**src/rtl/uuid_v5_generator_top_defines.svh**
```systemverilog
// Assertion macros shared by the UUID v5 generator RTL.
// No dependencies.
`ifndef UUID_V5_GENERATOR_TOP_DEFINES_SVH
`define UUID_V5_GENERATOR_TOP_DEFINES_SVH

// Implication checked on every rising clock edge outside reset.
`define UV5_ASSERT_IMPL(label, clk, rst_n, ante, cons, msg) \
  label: assert property (@(posedge clk) disable iff (!rst_n) (ante) |-> (cons)) \
    else $error(msg);

// Next-cycle implication checked outside reset.
`define UV5_ASSERT_NEXT(label, clk, rst_n, ante, cons, msg) \
  label: assert property (@(posedge clk) disable iff (!rst_n) (ante) |=> (cons)) \
    else $error(msg);

`endif

```
**src/rtl/uv5_pkg.sv**
```systemverilog
// Shared constants, types and functions for the UUID v5 generator.
// No dependencies.
package uv5_pkg;

  localparam int LENGTH_COUNT_BITS = 64;

  localparam logic [31:0] H0_INIT = 32'h67452301;
  localparam logic [31:0] H1_INIT = 32'hefcdab89;
  localparam logic [31:0] H2_INIT = 32'h98badcfe;
  localparam logic [31:0] H3_INIT = 32'h10325476;
  localparam logic [31:0] H4_INIT = 32'hc3d2e1f0;

  localparam logic [31:0] K0 = 32'h5a827999;
  localparam logic [31:0] K1 = 32'h6ed9eba1;
  localparam logic [31:0] K2 = 32'h8f1bbcdc;
  localparam logic [31:0] K3 = 32'hca62c1d6;

  localparam logic [7:0] PAD_BYTE = 8'h80;

  // register indexes on the config port
  localparam logic [0:0] REG_NS_HIGH = 1'b0;
  localparam logic [0:0] REG_NS_LOW  = 1'b1;

  typedef logic [31:0] word_t;

  // Control between sequencer and compression core.
  typedef struct packed {
    logic start;   // begin compression of the loaded block
    logic clear;   // restore initial chaining values
  } core_ctl_t;

  typedef struct packed {
    logic busy;
  } core_sts_t;

  function automatic word_t rotl(input word_t v, input int unsigned s);
    rotl = (v << s) | (v >> (32 - s));
  endfunction

endpackage

```
**src/rtl/uv5_core.sv**
```systemverilog
// SHA-1 compression core: one round per cycle, message schedule in a 16-word window.
// Depends on uv5_pkg.
module uv5_core
  import uv5_pkg::*;
(
  input  logic        clk,
  input  logic        rst_n,
  input  core_ctl_t   ctl,
  input  logic        wr_en,
  input  logic [3:0]  wr_idx,
  input  word_t       wr_data,
  output core_sts_t   sts,
  output word_t       h0,
  output word_t       h1,
  output word_t       h2,
  output word_t       h3
);

  word_t w_r [16];
  word_t a_r, b_r, c_r, d_r, e_r;
  word_t hv_r [5];
  logic  busy_r;
  logic [6:0] rnd_r;

  word_t f, k, t, wnew, wcur;

  always_comb begin
    if (rnd_r < 7'd20) begin
      f = (b_r & c_r) | (~b_r & d_r); k = K0;
    end else if (rnd_r < 7'd40) begin
      f = b_r ^ c_r ^ d_r; k = K1;
    end else if (rnd_r < 7'd60) begin
      f = (b_r & c_r) | (b_r & d_r) | (c_r & d_r); k = K2;
    end else begin
      f = b_r ^ c_r ^ d_r; k = K3;
    end
    wnew = rotl(w_r[13] ^ w_r[8] ^ w_r[2] ^ w_r[0], 1);
    // first 16 rounds use loaded words in place, then the window slides
    wcur = (rnd_r < 7'd16) ? w_r[rnd_r[3:0]] : w_r[15];
    t = rotl(a_r, 5) + f + e_r + k + wcur;
  end

  always_ff @(posedge clk) begin
    if (!rst_n) begin
      busy_r <= 1'b0;
      rnd_r  <= '0;
      hv_r[0] <= H0_INIT; hv_r[1] <= H1_INIT; hv_r[2] <= H2_INIT;
      hv_r[3] <= H3_INIT; hv_r[4] <= H4_INIT;
    end else if (ctl.clear) begin
      hv_r[0] <= H0_INIT; hv_r[1] <= H1_INIT; hv_r[2] <= H2_INIT;
      hv_r[3] <= H3_INIT; hv_r[4] <= H4_INIT;
    end else if (ctl.start) begin
      busy_r <= 1'b1;
      rnd_r  <= '0;
      a_r <= hv_r[0]; b_r <= hv_r[1]; c_r <= hv_r[2]; d_r <= hv_r[3]; e_r <= hv_r[4];
    end else if (busy_r) begin
      if (rnd_r == 7'd80) begin
        busy_r <= 1'b0;
        hv_r[0] <= hv_r[0] + a_r; hv_r[1] <= hv_r[1] + b_r; hv_r[2] <= hv_r[2] + c_r;
        hv_r[3] <= hv_r[3] + d_r; hv_r[4] <= hv_r[4] + e_r;
      end else begin
        e_r <= d_r; d_r <= c_r; c_r <= rotl(b_r, 30); b_r <= a_r; a_r <= t;
        rnd_r <= rnd_r + 7'd1;
      end
    end
  end

  // Schedule window: from round 15 on, shift and append the next word.
  always_ff @(posedge clk) begin
    if (wr_en) begin
      w_r[wr_idx] <= wr_data;
    end else if (busy_r && rnd_r >= 7'd15 && rnd_r < 7'd79) begin
      for (int i = 0; i < 15; i++) w_r[i] <= w_r[i+1];
      w_r[15] <= wnew;
    end
  end

  assign sts.busy = busy_r;
  assign h0 = hv_r[0];
  assign h1 = hv_r[1];
  assign h2 = hv_r[2];
  assign h3 = hv_r[3];

endmodule

```
**src/rtl/uuid_v5_generator_top.sv**
```systemverilog
// UUID v5 generator top level: SHA-1 over the 16 namespace bytes and the name bytes, one
// input transaction per name byte and one result per name. Input is stalled while an item
// is worked on. The first transaction of a message loads the namespace ahead of its own
// byte; a name byte is accepted and then written into the block, and an empty transaction
// is only accepted. A byte that completes a 64-byte block also waits for 80 rounds in the
// shared round unit, the chaining update and the hand-back to the sequencer. The closing
// transaction pads one byte per cycle up to the block end, compressing one or two blocks,
// and the result is then held until taken.
// Depends on uv5_pkg, uv5_core and uuid_v5_generator_top_defines.svh.
`include "uuid_v5_generator_top_defines.svh"
module uuid_v5_generator_top
  import uv5_pkg::*;
(
  input  logic        clk,
  input  logic        rst_n,
  input  logic        in_valid,
  output logic        in_stall,
  input  logic [7:0]  in_name_byte,
  input  logic        in_byte_valid,
  input  logic        in_last_item,
  output logic        out_valid,
  input  logic        out_stall,
  output logic [63:0] out_uuid_high,
  output logic [63:0] out_uuid_low,
  input  logic        cfg_valid,
  output logic        cfg_ready,
  input  logic [0:0]  cfg_index,
  input  logic [63:0] cfg_data
);

  localparam logic [2:0] ST_IDLE = 3'd0;
  localparam logic [2:0] ST_NS   = 3'd1;
  localparam logic [2:0] ST_BYTE = 3'd2;
  localparam logic [2:0] ST_PAD  = 3'd3;
  localparam logic [2:0] ST_WAIT = 3'd4;
  localparam logic [2:0] ST_OUT  = 3'd5;

  logic [2:0]  st_r, st_nxt;
  logic [63:0] ns_hi_r, ns_lo_r;
  logic [LENGTH_COUNT_BITS-1:0] len_r;
  logic [63:0] len_fld;
  logic [5:0]  pos_r;
  logic        active_r, last_r, bv_r, pad_done_r, len_blk_r;
  logic [7:0]  byte_r;
  logic [23:0] acc_r;
  logic        put_en;
  logic [7:0]  put_byte;
  logic        count_it;
  core_ctl_t   ctl;
  core_sts_t   sts;
  logic        wr_en;
  word_t       wr_data;
  word_t       h0, h1, h2, h3;

  assign cfg_ready = (st_r == ST_IDLE);
  assign in_stall  = (st_r != ST_IDLE);
  assign out_valid = (st_r == ST_OUT);
  // chaining values hold still until the result is taken
  assign out_uuid_high = {h0, h1[31:16], 4'h5, h1[11:0]};
  assign out_uuid_low  = {2'b10, h2[29:0], h3};
  assign len_fld = 64'(len_r);

  always_ff @(posedge clk) begin
    if (!rst_n) begin
      ns_hi_r <= '0; ns_lo_r <= '0;
    end else if (cfg_valid && cfg_ready) begin
      unique case (cfg_index)
        REG_NS_HIGH: ns_hi_r <= cfg_data;
        REG_NS_LOW:  ns_lo_r <= cfg_data;
        default: ;
      endcase
    end
  end

  // byte selection and next state for the current step
  always_comb begin
    put_en = 1'b0; put_byte = '0; count_it = 1'b0; st_nxt = st_r;
    unique case (st_r)
      ST_IDLE: begin
        if (in_valid) begin
          if (!active_r) st_nxt = ST_NS;
          else if (in_byte_valid) st_nxt = ST_BYTE;
          else if (in_last_item) st_nxt = ST_PAD;
        end
      end
      ST_NS: begin
        put_en = 1'b1; count_it = 1'b1;
        put_byte = pos_r[3] ? ns_lo_r[63 - 8*pos_r[2:0] -: 8]
                            : ns_hi_r[63 - 8*pos_r[2:0] -: 8];
        if (pos_r[3:0] == 4'd15) begin
          if (bv_r) st_nxt = ST_BYTE;
          else if (last_r) st_nxt = ST_PAD;
          else st_nxt = ST_IDLE;
        end
      end
      ST_BYTE: begin
        put_en = 1'b1; count_it = 1'b1; put_byte = byte_r;
        if (pos_r == 6'd63) st_nxt = ST_WAIT;
        else if (last_r) st_nxt = ST_PAD;
        else st_nxt = ST_IDLE;
      end
      ST_PAD: begin
        put_en = 1'b1;
        if (!pad_done_r) put_byte = PAD_BYTE;
        else if (len_blk_r && pos_r >= 6'd56) put_byte = len_fld[63 - 8*pos_r[2:0] -: 8];
        if (pos_r == 6'd63) st_nxt = ST_WAIT;
      end
      ST_WAIT: begin
        // block done: more padding, the result, or back to input
        if (!sts.busy) begin
          if (pad_done_r) st_nxt = len_blk_r ? ST_OUT : ST_PAD;
          else st_nxt = last_r ? ST_PAD : ST_IDLE;
        end
      end
      ST_OUT: if (!out_stall) st_nxt = ST_IDLE;
      default: st_nxt = ST_IDLE;
    endcase
  end

  assign wr_en   = put_en && (pos_r[1:0] == 2'd3);
  assign wr_data = {acc_r, put_byte};
  assign ctl.start = put_en && (pos_r == 6'd63);
  assign ctl.clear = (st_r == ST_OUT) && !out_stall;

  always_ff @(posedge clk) begin
    if (!rst_n) begin
      st_r <= ST_IDLE; active_r <= 1'b0; last_r <= 1'b0; bv_r <= 1'b0;
      len_r <= '0; pos_r <= '0; pad_done_r <= 1'b0; len_blk_r <= 1'b0;
    end else begin
      st_r <= st_nxt;
      if (st_r == ST_IDLE && in_valid) begin
        byte_r <= in_name_byte; bv_r <= in_byte_valid; last_r <= in_last_item;
        active_r <= 1'b1;
      end else if (ctl.clear) begin
        active_r <= 1'b0; last_r <= 1'b0;
      end
      if (ctl.clear) begin
        len_r <= '0; pos_r <= '0; pad_done_r <= 1'b0; len_blk_r <= 1'b0;
      end else if (put_en) begin
        pos_r <= pos_r + 6'd1;
        if (count_it) len_r <= len_r + LENGTH_COUNT_BITS'(8);
        if (st_r == ST_PAD && !pad_done_r) begin
          pad_done_r <= 1'b1;
          // length fits behind the pad byte only when it lands before byte 56
          len_blk_r <= (pos_r < 6'd56);
        end
      end else if (st_r == ST_WAIT && !sts.busy && pad_done_r) begin
        len_blk_r <= 1'b1;
      end
    end
  end

  // leading bytes of the current word
  always_ff @(posedge clk) begin
    if (put_en) begin
      case (pos_r[1:0])
        2'd0: acc_r[23:16] <= put_byte;
        2'd1: acc_r[15:8]  <= put_byte;
        2'd2: acc_r[7:0]   <= put_byte;
        default: ;
      endcase
    end
  end

  uv5_core u_core (
    .clk(clk), .rst_n(rst_n), .ctl(ctl), .wr_en(wr_en), .wr_idx(pos_r[5:2]),
    .wr_data(wr_data), .sts(sts), .h0(h0), .h1(h1), .h2(h2), .h3(h3)
  );

  `UV5_ASSERT_IMPL(a_out_idle_core, clk, rst_n, out_valid, !sts.busy,
    "result offered while core busy")
  `UV5_ASSERT_IMPL(a_no_write_busy, clk, rst_n, wr_en, !sts.busy,
    "block word written during compression")
  `UV5_ASSERT_NEXT(a_start_busy, clk, rst_n, ctl.start, sts.busy,
    "core did not start")

endmodule
```
**config.mk**
```make
export PLATFORM = sky130hd
export DESIGN_NAME = uuid_v5_generator_top
export DESIGN_NICKNAME = d
export VERILOG_FILES = /design/src/rtl/uv5_pkg.sv /design/src/rtl/uv5_core.sv /design/src/rtl/uuid_v5_generator_top.sv
export VERILOG_INCLUDE_DIRS = /design/src /design/src/rtl
export SDC_FILE = /design/constraint.sdc
export NUM_CORES = 2
export LEC_CHECK = 0
export BUFFER_PORTS_ARGS = -buffer_cell sky130_fd_sc_hd__buf_2
export CAP_MARGIN = 0
export CORE_MARGIN = 2
export CORE_UTILIZATION = 40
export CTS_CLUSTER_DIAMETER = 200
export DETAILED_ROUTE_END_ITERATION = 10
export SETUP_SLACK_MARGIN = 0.3
export SLEW_MARGIN = 25
export SYNTH_ARGS = -nofsm -noshare
export SYNTH_HDL_FRONTEND = slang
export SYNTH_SLANG_ARGS = --single-unit
```
**constraint.sdc**
```tcl
create_clock -name clk -period 6.1 [get_ports clk]
set_input_delay 0.915 -clock clk [delete_from_list [all_inputs] [get_ports clk]]
set_output_delay 0.915 -clock clk [all_outputs]
set_load 0.01 [all_outputs]
```
# Yosys cells after proc, flatten, opt, wreduce, memory -nomap -nowiden

Memory sizes are Yosys's and may differ from the RTL's. A register that Yosys moved wholly into a read port is not among the register bits.
Cells that the tools add are included.
Widths: inputs -> output; s select.

Bits in registers: 406
Latch bits: 0
RAM bits: 672
ROM bits: 0
Output and inout bits: 131
Word-level logic and storage cells: 215
Memories kept: 2

Add/subtract/negate cells: 13
$mul: 0
Divide/modulo/power cells: 0
Magnitude comparators: 8
Equal/unequal tests: 19
Shifts and indexed selects: 3
Multiplexer cells: 84
Bitwise operators: 29
Reductions and logical operators: 36

Memory list:

| name        | words | bits a word | read ports | clocked after Yosys merged registers in | wr ports | RTL line       | source |
|---|---|---|---|---|---|---|---|
| u_core.w_r  | 16    | 32          | 17         | 1                                       | 16       | uv5_core.sv:19 | `word_t w_r [16];` |
| u_core.hv_r | 5     | 32          | 5          | 0                                       | 5        | uv5_core.sv:21 | `word_t hv_r [5];` |

Operators by type and width:

| cell                  | count |
|---|---|
| $mux 32               | 32 |
| $add 32x32->32        | 9 |
| $shiftx 71x33->8      | 3 |
| $xor 32x32->32        | 5 |
| $and 32x32->32        | 4 |
| $or 32x32->32         | 3 |
| $add 64x4->64 const B | 1 |
| $mux 3                | 11 |
| $not 32->32           | 1 |
| $or 32x1->32          | 1 |
| $or 32x30->32         | 1 |
| $or 32x5->32          | 1 |
| $reduce_or 32->1      | 1 |
| $mux 31               | 1 |
| $mux 1                | 27 |
| $mux 8                | 3 |
| $pmux 8 s3            | 1 |
| $mux 7                | 3 |
| $pmux 3 s6            | 1 |
| $reduce_and 2->1      | 9 |
| $lt 7x5->1 const B    | 2 |
| $lt 7x6->1 const B    | 2 |
| $mux 4                | 3 |
| $ne 2x2->1 const B    | 6 |
| 31 further kinds      | 61 |

# Depth between registers and ports, before layout

Depth in word-level cells: 13
Mapped depth: 24
Gate-level depth less buffers: 21

# By module

From an unflattened synthesis, not the netlist that was laid out.

Cells, all modules: 5269
Area, all modules: 62419.9 sq um

Modules (own cells, without submodules):

| module                | times used | cells an instance | area each (sq um) | seq. area each (sq um) |
|---|---|---|---|---|
| uv5_core              | 1          | 4088              | 51410.6           | 25224.2 |
| uuid_v5_generator_top | 1          | 1181              | 11009.3           | 5024.8 |

# Least setup slack after synthesis

OpenSTA, ideal clock, no wires.

Path type: flip-flop to flip-flop
Start: reg with a tool-made name
End: reg u_core.a_r[29], data pin
Arrival time: 6.391 ns
Required time: 5.839 ns
Slack: -0.552 ns
Cell stages (with the launch flop): 24
Path buffers: 3
Clock period less this slack: 6.652 ns
Cells stage by stage: dfxtp_1 buf_2 buf_1 clkbuf_1 mux4_2 mux4_2 mux2_2 ha_1 xor2_1 fa_1 fa_1 inv_1 ha_1 inv_1 fa_1 nor2b_1 o31ai_1 a2111oi_0 or3b_2 o211ai_2 a21oi_1 o41ai_1 mux2i_1 nand3_1

RTL lines:

| what                   | RTL line       | source |
|---|---|---|
| end signal: assignment | uv5_core.sv:55 | `a_r <= hv_r[0]; b_r <= hv_r[1]; c_r <= hv_r[2]; d_r <= hv_r[3]; e_r <= hv_r[4];` |
| end signal: assignment | uv5_core.sv:62 | `e_r <= d_r; d_r <= c_r; c_r <= rotl(b_r, 30); b_r <= a_r; a_r <= t;` |
| end: declaration       | uv5_core.sv:20 | `word_t a_r, b_r, c_r, d_r, e_r;` |

==> flow_summary_export.csv <==
group,metric,value,unit
outcome,status,"finished with violations",
die,rows,144,
worst_setup_path,cp_num_buf_inv,4,
place,routabilityCongestion,0.884,
logic_synthesis,synthFlopType,"edfxtp_1",
logic_synthesis,synth_most_common_cell,"edfxtp_1",
global_routing,busiest_layer,"met2",
timing,postLayoutSetupSlackWorst,-0.00144,ns
worst_setup_path,critical_path_arrival,6.55,ns
worst_setup_path,max_stage_delay,0.50,ns
logic_synthesis,avgSynthCellArea,11.4,sq um
place,portBuffers,204,
layout,final_core_util,46.0,%
worst_setup_path,critPathKind,"reg2reg",
route,antenna_left,0,
global_routing,track_usage,22.1,%
worst_setup_path,crit_path_cell_trace,"buf_12 -> buf_16 -> mux4_2 -> mux4_2 -> mux2_4 -> ha_4 -> xor2_2 -> fa_1 -> fa_1 -> inv_1 -> ha_2 -> inv_2 -> fa_2 -> nor2b_4 -> o31ai_4 -> a2111oi_4 -> or3b_4 -> o211ai_4 -> nand2b_1 -> or3_1 -> a211oi_2 -> o31ai_1",
worst_hold_path,hold-path-endpoint,"byte_r[3]",
clock_tree,cts.path.max_buffers,3,
logic_synthesis,syn_inst,5454,
power,power.share.clock,42.4,%
global_routing,grt_pass1_wl,268,mm
die,start_util,40.3,%
power,power_density,251,mW/mm^2
worst_setup_path,start_kind,"flip-flop",
logic_synthesis,syn-cell-area,0.0622,sq mm
clock_tree,cts-root-buf,"clkbuf_16",
power,cellLeakagePower,0.0277,uW
timing,min_period_over_period,100,%
route,drtIter0Drc,3927,
die,die_h,398,microns
timing,max_freq,0.164,GHz
worst_setup_path,crit_path_end_kind,"flip-flop",
logic_synthesis,ys_top_cells_by_area,"edfxtp_1 42%, mux4_2 7.6%, dfxtp_1 6.9%",
logic_synthesis,yosysTopAreaCellShare,41.7,%
worst_hold_path,hold_class,"in2reg",
global_routing,grt_use_met2,36.5,%
worst_setup_path,rr_worst_depth,22,
clock_tree,clk_transition_reported_paths,0.06,ns
worst_setup_path,critPathMaxFanout,5,
worst_setup_path,r2r_setup_slack,-0.001,ns
timing,slew_headroom,24.6,%
worst_hold_path,min_path_cells,1,
worst_hold_path,min_from,"in_name_byte[3]",
power,ir_drop,0.000229,V
clock_tree,cts.sinks,1079,
timing,setup_viol,1,
power,switching_share,24.7,%
timing,worstMarginPinSlew,1.13,ns
logic_synthesis,synth_sequential_area_ratio,48.6,%
timing,slew_violations,0,
timing,rsz0062_at_grt,"yes",
global_routing,grtUsageMet3,3.83,%
clock_tree,ctsHtreeMaxLevel,3,
power,internal_power,13400,uW
job,drv_cap,0,
clock_tree,clock_latency,0.79,ns
logic_synthesis,synth_warnings,0,
timing,hold_ws,0.316,ns
layout,syn_to_final_growth,14.2,%
die,coreArea,0.154,sq mm
worst_setup_path,r2r_end,"u_core.a_r[25]",
global_routing,antenna_found_initial,18,
timing,hold_viol,0,
power,p_seq_share,47.1,%
layout,drive_above_1_share,17.5,%
worst_setup_path,cp_top_family,"adder cells",
logic_synthesis,synth_edf_count,864,
route,route.detailed.drc,0,
die,die_x,398,microns
global_routing,grt_max_degree,206,
timing,skew,0.0961,ns
clock_tree,cts_tree,"yes",
power,combPwrFrac,10.4,%
layout,nets,5979,
route,routed_wl,178,mm
clock_tree,holdBufCountCts,0,
clock_tree,cts_inserted_buffers,120,
global_routing,grt_overflow,0,
route,wire_per_inst,23.0,microns
route,dr.pass1.iters,5,
outcome,violations,"setup timing",
place,dp_hpwl,121,mm
global_routing,grt_pass1_vias,42932,
power,power_switching,4390,uW
logic_synthesis,synth_common_cells,"864 x edfxtp_1, 780 x nand2_1, 494 x a21o_1, 262 x inv_1, 253 x clkbuf_1",
logic_synthesis,yosys.area.top_type,"edfxtp_1",
global_routing,globalRouteMet1Util,30.4,%
die,die-area,0.159,sq mm
route,viasPerCell,5.60,
die,ios,211,
route,vias,43281,
timing,fin_crit,6.10,ns
logic_synthesis,synth_cell_types,90,
logic_synthesis,async_reset_ff_share,0,%
worst_setup_path,crit_slowest_cell,"mux4_2",
worst_setup_path,crit_required,6.55,ns
power,finalPower,17800,uW
logic_synthesis,synth-seq-cells,1079,
## through the flow
step | setup TNS [ns] | std cells | instance area, sq um | setup WS (ns)
6_report | -0.00144 | 7725 | 71000 | -0.00144
5_1_grt | -0.862 | 7725 | 71000 | -0.200
4_1_cts | 0 | 7709 | 70600 | 0.0837
3_5_place_dp | -1.08 | 7447 | 65500 | -0.171
3_3_place_gp | -0.657 | 7445 | 65400 | -0.123
2_1_floorplan | 0 | 5458 | 62400 | 0.276
## worst reg2reg max path, cell delays in order, from the launching register on
cell and delay (ns):
dfxtp_4 0.40, buf_12 0.11, buf_16 0.12, mux4_2 0.50, mux4_2 0.47, mux2_4 0.32
ha_4 0.30, xor2_2 0.15, fa_1 0.45, fa_1 0.49, inv_1 0.04, ha_2 0.18
inv_2 0.06, fa_2 0.23, nor2b_4 0.05, o31ai_4 0.32, a2111oi_4 0.13, or3b_4 0.47
o211ai_4 0.25, nand2b_1 0.10, or3_1 0.33, a211oi_2 0.22, o31ai_1 0.08
## cell usage in the layout, fill, tap and decap left out, types with 146 or more instances in the layout
| cell type | count |
|---|---|
| mux4_2 | 209 |
| ha_1 | 186 |
| a21oi_1 | 146 |
| xnor2_1 | 148 |
| o21a_1 | 162 |
| xor2_1 | 150 |
| nor2_1 | 244 |
| a21o_1 | 494 |
| inv_1 | 245 |
| o21ai_0 | 171 |
| dfxtp_1 | 209 |
| edfxtp_1 | 864 |
| buf_2 | 203 |
| nand2_1 | 776 |
| buf_4 | 174 |
## timing repair
item / in CTS / in global routing
setup endpoints to repair: 18 / 18
setup buffers: 31 / 13
cloned: 4 / 1
gates resized for setup: 123 / 43
pin swaps: 65 / 42
## power by group through the flow
stage,clock network [uW],logic (uW),registers [uW]
floorplan,0,1410,8480
global route,7960,2050,8400
finish,7540,1850,8380
global placement,0,1790,8530
detailed placement,0,1830,8540
CTS,7680,1860,8380
## final cells by class
class / count / area (sq um)
fillers: 14217 / 83200
flip-flops and latches: 1079 / 30300
inverters: 264 / 991
multi-input cells: 3677 / 29700
repair buffers: 432 / 3360
clock inverters: 76 / 822
diodes: 2 / 5.00
clock buffers: 151 / 3240
well taps: 2044 / 2560
## cells by family after synthesis
group           Yosys count  share of synthesized area [%]
flops                  1079                           48.6
mux                     284                           8.84
other cells               2                         0.0121
compound gates         1367                           15.3
simple gates           1390                           9.83
fa+ha+maj               325                           7.94
xor+xnor                305                           4.32
buf+inv                 702                           5.09
## registers in the layout, indices dropped and copies added, names as in the netlist, named ones only
signal and cells:
acc_r 24, active_r 1, bv_r 1, byte_r 8
last_r 1, len_blk_r 1, len_fld 61, ns_hi_r 64
ns_lo_r 64, pad_done_r 1, pos_r 6, st_r 3
u_core.a_r 32, u_core.b_r 32, u_core.c_r 32, u_core.d_r 32
u_core.e_r 32, u_core.hv_r 160, u_core.rnd_r 7, u_core.sts 1
u_core.w_r 512
## how the worst max path moves through the flow
| stage | startpoint | end | slack [ns] | depth (start not counted) |
|---|---|---|---|---|
| finish | flip-flop | u_core.a_r[25] | -0.001 | 22 |
| global route | flip-flop | u_core.a_r[25] | -0.20 | 24 |
| CTS | flip-flop | u_core.a_r[25] | 0.08 | 24 |
| detailed placement | flip-flop | u_core.a_r[29] | -0.17 | 19 |
| global placement | flip-flop | u_core.a_r[28] | -0.12 | 20 |
| floorplan | flip-flop | u_core.a_r[29] | 0.28 | 22 |
## metal layers
metal | vias up | share of wire, %
met2 | 1407 | 48
met1 | 21713 | 43
met4 | 26 | 2.3
li1 | 19880 | -
met5 | - | 0.093
met3 | 255 | 6.5
(Power assumes the default switching activity.)
